**src/hw/rtl/lpdr_pkg.sv**
```systemverilog
`timescale 1ns / 1ps

package lpdr_pkg;

  localparam int PAT_W        = 16;
  localparam int RUN_W        = 5;
  localparam int OFS_W        = 6;
  localparam int CNT_OUT_W    = 4;
  localparam int CNT_W        = 5;
  localparam int IDX_W        = 4;
  localparam int LEAD_W       = 4;
  localparam int DEF_MAX_DASH = 11;

  localparam logic [PAT_W-1:0] PAT_CLEAR    = 16'h0000;
  localparam logic [PAT_W-1:0] PAT_SET      = 16'hffff;
  localparam logic [PAT_W-1:0] PAT_DOT_ODD  = 16'h5555;
  localparam logic [PAT_W-1:0] PAT_DOT_EVEN = 16'haaaa;

  localparam logic [OFS_W-1:0] OFS_CLEAR    = 6'h3f;
  localparam logic [OFS_W-1:0] OFS_SET      = 6'h00;
  localparam logic [OFS_W-1:0] OFS_DOT_ODD  = 6'h01;
  localparam logic [OFS_W-1:0] OFS_DOT_EVEN = 6'h00;
  localparam logic [OFS_W-1:0] OFS_BASE     = 6'(PAT_W + 1);

  // Number of leading zero bits, PAT_W for an all-zero word.
  function automatic logic [CNT_W-1:0] lead_zeros(input logic [PAT_W-1:0] v);
    logic [CNT_W-1:0] n;
    logic             hit;
    n   = CNT_W'(PAT_W);
    hit = 1'b0;
    for (int i = PAT_W - 1; i >= 0; i--) begin
      if (!hit && v[i]) begin
        n   = CNT_W'(PAT_W - 1 - i);
        hit = 1'b1;
      end
    end
    return n;
  endfunction

  function automatic logic [CNT_W-1:0] ones(input logic [PAT_W-1:0] v);
    logic [CNT_W-1:0] n;
    n = '0;
    for (int i = 0; i < PAT_W; i++) begin
      n = n + CNT_W'(v[i]);
    end
    return n;
  endfunction

endpackage

```
**src/hw/rtl/line_pattern_to_dash_runs_top.sv**
```systemverilog
`timescale 1ns / 1ps

// Channel  | Handshake          | Payload
// ---------+--------------------+---------------------------------------------
// in       | in_valid, in_stall | line_pattern
// out      | out_valid,out_stall| run_length, dash_offset, element_count,
//          |                    | truncated, last
//
// Each input word yields one result word per run, so one pattern yields 1 to
// MAX_DASH_ELEMENTS result words; the four special patterns yield a single
// result word. The emitter produces one run length per cycle while the
// output is not stalled. A word goes input register, emitter, output register.
// Reset empties all three stages.
// A stalled output holds the emitter; the input register still takes a word when empty.

module line_pattern_to_dash_runs_top #(
  parameter int MAX_DASH_ELEMENTS = lpdr_pkg::DEF_MAX_DASH
) (
  input  logic                            clk,
  input  logic                            rst,
  input  logic                            in_valid,
  output logic                            in_stall,
  input  logic [lpdr_pkg::PAT_W-1:0]      line_pattern,
  output logic                            out_valid,
  input  logic                            out_stall,
  output logic [lpdr_pkg::RUN_W-1:0]      run_length,
  output logic [lpdr_pkg::OFS_W-1:0]      dash_offset,
  output logic [lpdr_pkg::CNT_OUT_W-1:0]  element_count,
  output logic                            truncated,
  output logic                            last
);

  import lpdr_pkg::*;

  localparam logic [CNT_W-1:0] MAX_C = CNT_W'(MAX_DASH_ELEMENTS);

  logic             in_full;
  logic [PAT_W-1:0] in_pat;

  logic             e_busy;
  logic             e_fixed;
  logic             e_fixed_run;
  logic [PAT_W-1:0] e_word;
  logic             e_cur;
  logic [CNT_W-1:0] e_rem;
  logic [IDX_W-1:0] e_idx;
  logic [CNT_W-1:0] e_count;
  logic             e_trunc;
  logic [OFS_W-1:0] e_offset;

  logic             adv;
  logic             emit;
  logic             e_last;
  logic             e_done;
  logic             load;
  logic             in_take;

  logic [CNT_W-1:0] lead_full;
  logic [LEAD_W-1:0] lead;
  logic [PAT_W-1:0] rot;
  logic             wrap_tr;
  logic [CNT_W:0]   nruns_wide;
  logic [CNT_W-1:0] nruns;
  logic             ld_trunc;
  logic             ld_special;
  logic             ld_special_run;
  logic [OFS_W-1:0] ld_special_ofs;

  logic [CNT_W-1:0] lz_run;
  logic [CNT_W-1:0] gen_run;
  logic [RUN_W-1:0] cur_run;

  assign adv     = !out_valid || !out_stall;
  assign emit    = e_busy && adv;
  assign e_last  = e_fixed || (CNT_W'(e_idx) + CNT_W'(1) == e_count);
  assign e_done  = emit && e_last;
  assign load    = in_full && (!e_busy || e_done);
  assign in_stall = in_full && !load;
  assign in_take = in_valid && !in_stall;

  // Setup for a new pattern.
  assign lead_full = lead_zeros(in_pat);
  assign lead      = lead_full[LEAD_W-1:0];
  assign rot       = (in_pat << lead) | (in_pat >> (CNT_W'(PAT_W) - CNT_W'(lead)));

  // Run count is the circular transition count plus one, less the seam at the rotation point.
  assign wrap_tr    = !in_pat[PAT_W-1] || !in_pat[0];
  assign nruns_wide = {1'b0, ones(in_pat ^ {in_pat[PAT_W-2:0], in_pat[PAT_W-1]})}
                      + (CNT_W+1)'(1) - (CNT_W+1)'(wrap_tr);
  assign nruns      = nruns_wide[CNT_W-1:0];
  assign ld_trunc   = nruns > MAX_C;

  always_comb begin
    ld_special     = 1'b1;
    ld_special_run = 1'b0;
    ld_special_ofs = OFS_CLEAR;
    case (in_pat)
      PAT_CLEAR: begin
        ld_special_ofs = OFS_CLEAR;
      end
      PAT_SET: begin
        ld_special_ofs = OFS_SET;
      end
      PAT_DOT_ODD: begin
        ld_special_run = 1'b1;
        ld_special_ofs = OFS_DOT_ODD;
      end
      PAT_DOT_EVEN: begin
        ld_special_run = 1'b1;
        ld_special_ofs = OFS_DOT_EVEN;
      end
      default: begin
        ld_special = 1'b0;
      end
    endcase
  end

  // Current run: leading bits equal to the current level, bounded by bits left.
  assign lz_run  = lead_zeros(e_word ^ {PAT_W{e_cur}});
  assign gen_run = (lz_run < e_rem) ? lz_run : e_rem;
  assign cur_run = e_fixed ? RUN_W'(e_fixed_run) : RUN_W'(gen_run);

  always_ff @(posedge clk) begin
    if (rst) begin
      in_full   <= 1'b0;
      e_busy    <= 1'b0;
      out_valid <= 1'b0;
    end else begin
      if (in_take) begin
        in_full <= 1'b1;
      end else if (load) begin
        in_full <= 1'b0;
      end
      if (load) begin
        e_busy <= 1'b1;
      end else if (e_done) begin
        e_busy <= 1'b0;
      end
      if (emit) begin
        out_valid <= 1'b1;
      end else if (!out_stall) begin
        out_valid <= 1'b0;
      end
    end
  end

  always_ff @(posedge clk) begin
    if (in_take) begin
      in_pat <= line_pattern;
    end
    if (load) begin
      e_fixed     <= ld_special;
      e_fixed_run <= ld_special_run;
      e_word      <= rot;
      e_cur       <= 1'b1;
      e_rem       <= CNT_W'(PAT_W);
      e_idx       <= '0;
      e_count     <= ld_special ? CNT_W'(ld_special_run) : (ld_trunc ? MAX_C : nruns);
      e_trunc     <= !ld_special && ld_trunc;
      e_offset    <= ld_special ? ld_special_ofs : (OFS_BASE - OFS_W'(lead));
    end else if (emit) begin
      e_word <= e_word << gen_run;
      e_rem  <= e_rem - gen_run;
      e_cur  <= !e_cur;
      e_idx  <= e_idx + IDX_W'(1);
    end
    if (emit) begin
      run_length    <= cur_run;
      dash_offset   <= e_offset;
      element_count <= e_count[CNT_OUT_W-1:0];
      truncated     <= e_trunc;
      last          <= e_last;
    end
  end

  a_rem_range: assert property (@(posedge clk) disable iff (rst)
    e_busy |-> e_rem <= CNT_W'(PAT_W))
    else $error("Run emitter has more bits left than a pattern holds.");

  a_load_starts: assert property (@(posedge clk) disable iff (rst)
    (in_full && !e_busy) |=> e_busy)
    else $error("A waiting word was not moved into the run emitter.");

  a_zero_run_last: assert property (@(posedge clk) disable iff (rst)
    (out_valid && run_length == '0) |-> last)
    else $error("An empty run was not the final word of its pattern.");

  a_general_run_nonzero: assert property (@(posedge clk) disable iff (rst)
    (emit && !e_fixed) |-> (gen_run != '0))
    else $error("A general pattern produced an empty run.");

endmodule
```
**config.mk**
```make
export PLATFORM = sky130hd
export DESIGN_NAME = line_pattern_to_dash_runs_top
export DESIGN_NICKNAME = d
export VERILOG_FILES = /design/src/hw/rtl/lpdr_pkg.sv /design/src/hw/rtl/line_pattern_to_dash_runs_top.sv
export SDC_FILE = /design/constraint.sdc
export NUM_CORES = 1
export LEC_CHECK = 0
export BUFFER_PORTS_ARGS = -buffer_cell sky130_fd_sc_hd__buf_2
export CAP_MARGIN = 20
export CORE_MARGIN = 4
export CORE_UTILIZATION = 40
export DETAILED_ROUTE_END_ITERATION = 6
export GPL_TIMING_DRIVEN = 0
export PLACE_DENSITY = 0.53
export SLEW_MARGIN = 0
export SYNTH_ARGS = -nofsm -noshare
export SYNTH_HDL_FRONTEND = slang
export SYNTH_SLANG_ARGS = --single-unit
```
**constraint.sdc**
```tcl
create_clock -name clk -period 10.1 [get_ports clk]
set_input_delay 0 -clock clk [delete_from_list [all_inputs] [get_ports clk]]
set_output_delay 0 -clock clk [all_outputs]
set_load 0.05 [all_outputs]
```
* Yosys cells after proc, flatten, opt, wreduce, memory -nomap -nowiden
Index checks and enable logic that the tools add are counted.
** Word-level totals
- Word-level logic and storage cells :: 220
- Input bits :: 20
- Output and inout port bits :: 19
- Register bits :: 76
** Cells by class
- Equal/unequal tests :: 5
- Bitwise gates (word level) :: 3
- Reduce and logical (&&, ||, !) cells :: 87
- $lt $le $gt $ge :: 2
- Muxes and demuxes :: 77
- Shift operators :: 3
- Add/sub/neg operators :: 22
** Operator list (count)
- $mux 5 :: 17
- $mux 4 :: 16
- $add 5x1->5 :: 11
- $mux 1 :: 40
- $logic_not 1->1 :: 39
- $logic_and 1x1->1 :: 36
- $eq 16x16->1 const B :: 2
- $mux 16 :: 2
- $xor 16x16->16 :: 2
- $eq 16x15->1 const B :: 1
- $logic_not 16->1 :: 1
- $or 16x16->16 :: 1
- $shl 16x4->16 :: 1
- $shl 16x5->16 :: 1
- $shr 16x5->16 :: 1
- $pmux 6 s2 :: 1
- $mux 6 :: 1
- $reduce_bool 2->1 :: 3
- $reduce_or 2->1 :: 3
- $sub 5x4->6 const A :: 1
- $add 4x1->5 :: 1
- $add 4x1->5 const B :: 1
- $add 5x1->5 const B :: 1
- $eq 5x5->1 :: 1
- other kinds (12) :: 15

* Logic depth before layout (Yosys ltp)
- Depth in word-level cells :: 52
- Mapped depth :: 24
- Gate-level depth less buffers :: 21

* Worst setup path before layout
OpenSTA, ideal clock, no wires.
- Path kind :: reg-to-reg
- Start :: register in_pat[9]
- End :: register e_count[0], data pin
- Setup time :: 0.158 ns
- Data arrival time :: 4.506 ns
- Data required time :: 9.942 ns
- Cell stages (with the launch flop) :: 18
- Clock period less this slack :: 4.664 ns
- Slack :: 5.436 ns
- Buffers on the path :: 1
- Cells stage by stage :: edfxtp_1 > clkbuf_1 > xor2_1 > fa_1 > fa_1 > inv_1 > fa_1 > inv_1 > fa_1 > inv_1 > fa_1 > fa_1 > inv_1 > a21oi_1 > a31oi_1 > a21oi_1 > or2_2 > o211ai_1
** On the way
- Cells in the longest elaborated chain, start to end :: 13
- Elaborated cells on any way between the ends :: 21
- Classes of those cells :: 9 x add/sub; 1 x order compare; 3 x eq/ne; 4 x mux; 1 x bitwise; 3 x reduce/logical
** Ends and longest elaborated chain
- start: declaration :: RTL line line_pattern_to_dash_runs_top.sv:38 : logic [PAT_W-1:0] in_pat;
- start signal: assignment :: RTL line line_pattern_to_dash_runs_top.sv:149 : in_pat <= line_pattern;
- $xor 16x16->16 :: RTL line line_pattern_to_dash_runs_top.sv:88 : assign nruns_wide = {1'b0, ones(in_pat ^ {in_pat[PAT_W-2:0], in_pat[PAT_W-1]})}
- $add 5x1->5 (7 in series) :: RTL line lpdr_pkg.sv:44 : n = n + CNT_W'(v[i]);
- $add 5x1->5 :: RTL line line_pattern_to_dash_runs_top.sv:89 : + (CNT_W+1)'(1) - (CNT_W+1)'(wrap_tr);
- $sub 5x1->5 :: RTL line line_pattern_to_dash_runs_top.sv:89
- $gt 5x4->1 :: RTL line line_pattern_to_dash_runs_top.sv:91 : assign ld_trunc = nruns > MAX_C;
- $mux 4 :: RTL line line_pattern_to_dash_runs_top.sv:158 : e_count <= ld_special ? CNT_W'(ld_special_run) : (ld_trunc ? MAX_C : nruns);
- $mux 1 (*) :: RTL line line_pattern_to_dash_runs_top.sv:158
- end signal: assignment :: RTL line line_pattern_to_dash_runs_top.sv:158
- end: declaration :: RTL line line_pattern_to_dash_runs_top.sv:47 : logic [CNT_W-1:0] e_count;
Mark *: on every way between the ends. The rest lies on a longest branch, timed or not.
A chain may end at the register's enable or synchronous reset.

* Final worst setup path
- Start :: register in_pat[15]
- End :: register e_word[3], data pin
** On the way
- Cells in the longest elaborated chain, start to end :: 50
- Elaborated cells on any way between the ends :: 65
- Classes of those cells :: 1 x add/sub; 2 x shift; 31 x mux; 1 x bitwise; 30 x reduce/logical
** Ends and longest elaborated chain
- $mux 1 :: RTL line lpdr_pkg.sv:32 : if (!hit && v[i]) begin
- $logic_not 1->1 :: RTL line lpdr_pkg.sv:32
- $logic_and 1x1->1 :: RTL line lpdr_pkg.sv:32
- $mux 1 :: RTL line lpdr_pkg.sv:32
- $logic_not 1->1 :: RTL line lpdr_pkg.sv:32
- $logic_and 1x1->1 :: RTL line lpdr_pkg.sv:32
- $mux 1 :: RTL line lpdr_pkg.sv:32
- $logic_not 1->1 :: RTL line lpdr_pkg.sv:32
- (+34 left out)
- $mux 1 :: RTL line lpdr_pkg.sv:32
- $logic_not 1->1 :: RTL line lpdr_pkg.sv:32
- $logic_and 1x1->1 :: RTL line lpdr_pkg.sv:32
- $mux 4 :: RTL line lpdr_pkg.sv:32
- $sub 5x4->5 :: RTL line line_pattern_to_dash_runs_top.sv:84 : assign rot = (in_pat << lead) | (in_pat >> (CNT_W'(PAT_W) - CNT_W'(lead)));
- $shr 16x5->16 :: RTL line line_pattern_to_dash_runs_top.sv:84
- $or 16x16->16 (*) :: RTL line line_pattern_to_dash_runs_top.sv:84
- $mux 16 (*) :: RTL line line_pattern_to_dash_runs_top.sv:151 : if (load) begin
- end signal: assignment :: RTL line line_pattern_to_dash_runs_top.sv:154 : e_word <= rot;
- end signal: assignment :: RTL line line_pattern_to_dash_runs_top.sv:162 : e_word <= e_word << gen_run;
- end: declaration :: RTL line line_pattern_to_dash_runs_top.sv:43 : logic [PAT_W-1:0] e_word;
Marks and branches as above.

==> reports/metrics.yaml <==
synth:
  ys_ff_latch: 76
  ys_seq_area_share_pct: 31.2
  ys_types: 83
  syn_nets: 841
  netlist_area_um2: 6900
  synth_edf_count: 63
  syn_inst: 761
  synthFlopType: "edfxtp_1"
  yosys_warnings: 0
  syn_avg_cell_area_um2: 9.06
  async_flop_share_pct: 0
global_routing:
  grt_max_degree: 19
  track_usage_pct: 20.1
  grt_pass1_vias: 6042
  grt_overflow: 0
  antenna_found_initial: 0
  grt_pass1_wl_um: 32100
sta:
  tightestPinTransition_ns: 0.914
  finalSetupTns_ns: 0
  fmax_ghz: 0.183
  finalMaxSlewViolations: 0
  hold_viol: 0
  fin_crit_ns: 5.46
  fin_crit_sh_pct: 54.1
  rsz0062_at_grt: "no"
  maxSlewHeadroom_pct: 38.8
  skew_ns: 0.0158
  setup_viol: 0
floorplan:
  start_util_pct: 41.2
  coreArea_um2: 16800
  row_count: 47
  die_w_um: 139
  io_pins: 39
  die-height_um: 139
  fp.dieArea_um2: 19400
setup_path:
  crit_fanout: 10
  crit_family: "compound AO/OA/AOI/OAI gates"
  critical_path_buf_inv_count: 5
  cp_slowest_cell: "edfxtp_1"
  timing.critical_path.depth: 16
  crit_top_cell: "ha_1"
  path_class: "flop to flop"
  crit_path_end_kind: "flop"
  path_cells: "inv_1 > ha_1 > nor3b_4 > o311ai_0 > nand2_1 > o21ai_2 > nor2_2 > inv_2 > buf_4 > ha_1 > buf_1 > clkbuf_1 > a21oi_1 > a222oi_1 > o21ai_0 > a22o_1"
  critPathMaxStageDelay_ns: 0.54
  critPathRequiredTime_ns: 10.19
  reg2regPathDepth: 16
  crit_arrival_ns: 5.55
  cp-start-kind: "flop"
clocking:
  numCtsBuffers: 9
  htreeDepth: 3
  post_cts_buffers: 0
  cts.sinks: 76
  insertion_delay_ns: 0.35
  cts_tree: "built"
  ctsRootBufferMaster: "clkbuf_16"
  clk_pin_slew_ns: 0.07
  clock_path_buffers: 2
min_path:
  hold_class: "input pin to flop"
  hold_path_depth: 5
pwr:
  p_sw_share_pct: 43.8
  power.leakage_nw: 3.28
  irDropWorstVdd_mv: 0.100
  p_clk_share_pct: 17.2
  pwr-share-seq_pct: 27.2
  p_sw_mw: 0.828
  finalPower_mw: 1.89
  power.density_nw_per_um2: 239
  intPower_mw: 1.06
  p_comb_share_pct: 55.6
cells_and_area:
  drive_gt1_share_pct: 15.0
  fin_util_pct: 47.1
  areaGrowthSynthToFinish_pct: 14.5
  n_antenna_cell: 0
  final_nets: 911
placed_design:
  portBuffers: 38
  dp_hpwl_um: 15300
  gp_congestion: 0.933
detailed_routing:
  wl_um: 19600
  num_vias: 6052
  drtIter0Drc: 461
  wl_per_cell_um: 18.5
  drc: 0
  ant_nets: 0
  vias_per_cell: 5.73
  dr.pass1.iters: 5
run:
  maxCapViolations: 0
status:
  status: "finished clean"
-- power groups by stage --
stage	clock [mW]	combinational [mW]	sequential [mW]
4_1_cts	0.332	1.05	0.512
5_1_grt	0.347	1.18	0.523
2_1_floorplan	0	0.802	0.515
3_3_place_gp	0	1.02	0.517
6_report	0.326	1.05	0.514
3_5_place_dp	0	1.04	0.519
-- cell usage in the layout, fill, tap and decap left out, types with 13 or more instances in the layout --
cell,synthesis,final
edfxtp_1,63,63
nand2_1,64,64
nand3_1,18,18
o21ai_0,36,36
ha_1,50,50
dfxtp_1,13,13
clkbuf_1,20,20
dlygate4sd3_1,0,19
mux2i_1,45,45
nor2_1,58,58
nor3_1,17,17
inv_1,57,57
a21oi_1,59,59
buf_2,18,56
-- flip-flops by register name (all words and copies together), names as in the netlist --
register       cells
dash_offset        6
e_busy             1
e_count            5
e_cur              1
e_fixed            1
e_fixed_run        1
e_idx              4
e_offset           6
e_rem              5
e_trunc            1
e_word            16
element_count      4
in_full            1
in_pat            16
last               1
out_valid          1
run_length         5
truncated          1
-- worst register-to-register path, cell delays in order, from the launching register on --
cell and delay, ns:
edfxtp_1 0.54, inv_1 0.23, ha_1 0.31, nor3b_4 0.40, o311ai_0 0.35, nand2_1 0.19
o21ai_2 0.15, nor2_2 0.42, inv_2 0.16, buf_4 0.22, ha_1 0.29, buf_1 0.40
clkbuf_1 0.51, a21oi_1 0.25, a222oi_1 0.42, o21ai_0 0.17, a22o_1 0.20
-- layout make-up --
type	instances	area [µm²]
Inverter	58	218
Multi-Input combinational cell	585	4330
Clock inverter	7	76.3
Buffer	42	199
Sequential cell	76	2150
Clock buffer	9	225
Fill cell	1610	8860
Timing Repair Buffer	59	423
Tap cell	220	275
-- per-layer routing --
| layer | global-route usage [%] | part of all wire [%] | up-vias |
|---|---|---|---|
| met2 | 34.1 | 48 | 219 |
| met5 | 0 | 0 | - |
| li1 | - | - | 2942 |
| met1 | 26.4 | 45 | 2857 |
| met4 | 6.44 | 2.3 | 0 |
| met3 | 3.19 | 4.8 | 34 |
-- final timing paths --
path	start	endpoint	slack, ns
worst min-delay path	out_stall	e_busy$_SDFFE_PP0P_	0.14
worst min register to register	e_offset[3]$_DFFE_PP_	dash_offset[3]$_DFFE_PP_	0.42
worst max-delay path	in_pat[15]$_DFFE_PP_	e_word[3]$_DFFE_PP_	4.64
worst max register to register	in_pat[15]$_DFFE_PP_	e_word[3]$_DFFE_PP_	4.64
-- cells by family (layout without fill, tap and decap cells) --
logic type               after synthesis  after routing  share of synthesized area, %
multiplexers                          64             64                          10.8
XOR/XNOR                              18             18                          2.29
adder cells (fa/ha/maj)               60             60                          12.0
AND/OR/NAND/NOR                      232            232                          17.0
AO/OA/AOI/OAI                        210            210                          20.7
flip-flops                            76             76                          31.2
buffers and inverters                100            175                          6.04
other                                  1              1                        0.0544
-- Yosys cell counts (13+ instances only) --
| cell | count | area, µm² |
|---|---|---|
| nand2_1 | 64 | 240 |
| edfxtp_1 | 63 | 1890 |
| a21oi_1 | 59 | 295 |
| nor2_1 | 58 | 218 |
| inv_1 | 57 | 214 |
| ha_1 | 50 | 626 |
| mux2i_1 | 45 | 450 |
| o21ai_0 | 36 | 180 |
| clkbuf_1 | 20 | 75.1 |
| buf_2 | 18 | 90.1 |
| nand3_1 | 18 | 90.1 |
| nor3_1 | 17 | 85.1 |
| dfxtp_1 | 13 | 260 |
-- metrics by stage --
| step | cell area [µm²] | hold slack, ns | setup slack (ns) | std cells |
|---|---|---|---|---|
| after floorplan | 6900 | 0.0724 | 5.44 | 761 |
| after global placement | 7360 | 0.176 | 4.81 | 1019 |
| after detailed placement | 7410 | 0.178 | 4.76 | 1021 |
| after CTS | 7900 | 0.134 | 4.76 | 1056 |
| after global routing | 7900 | 0.216 | 4.28 | 1056 |
| final | 7900 | 0.142 | 4.64 | 1056 |
-- timing repair --
item / CTS / global route
hold endpoints to repair: 19 / 0
hold buffers: 19 / 0
gates resized for setup: 0 / 0
Note: power is estimated with default switching activity, not from simulation.
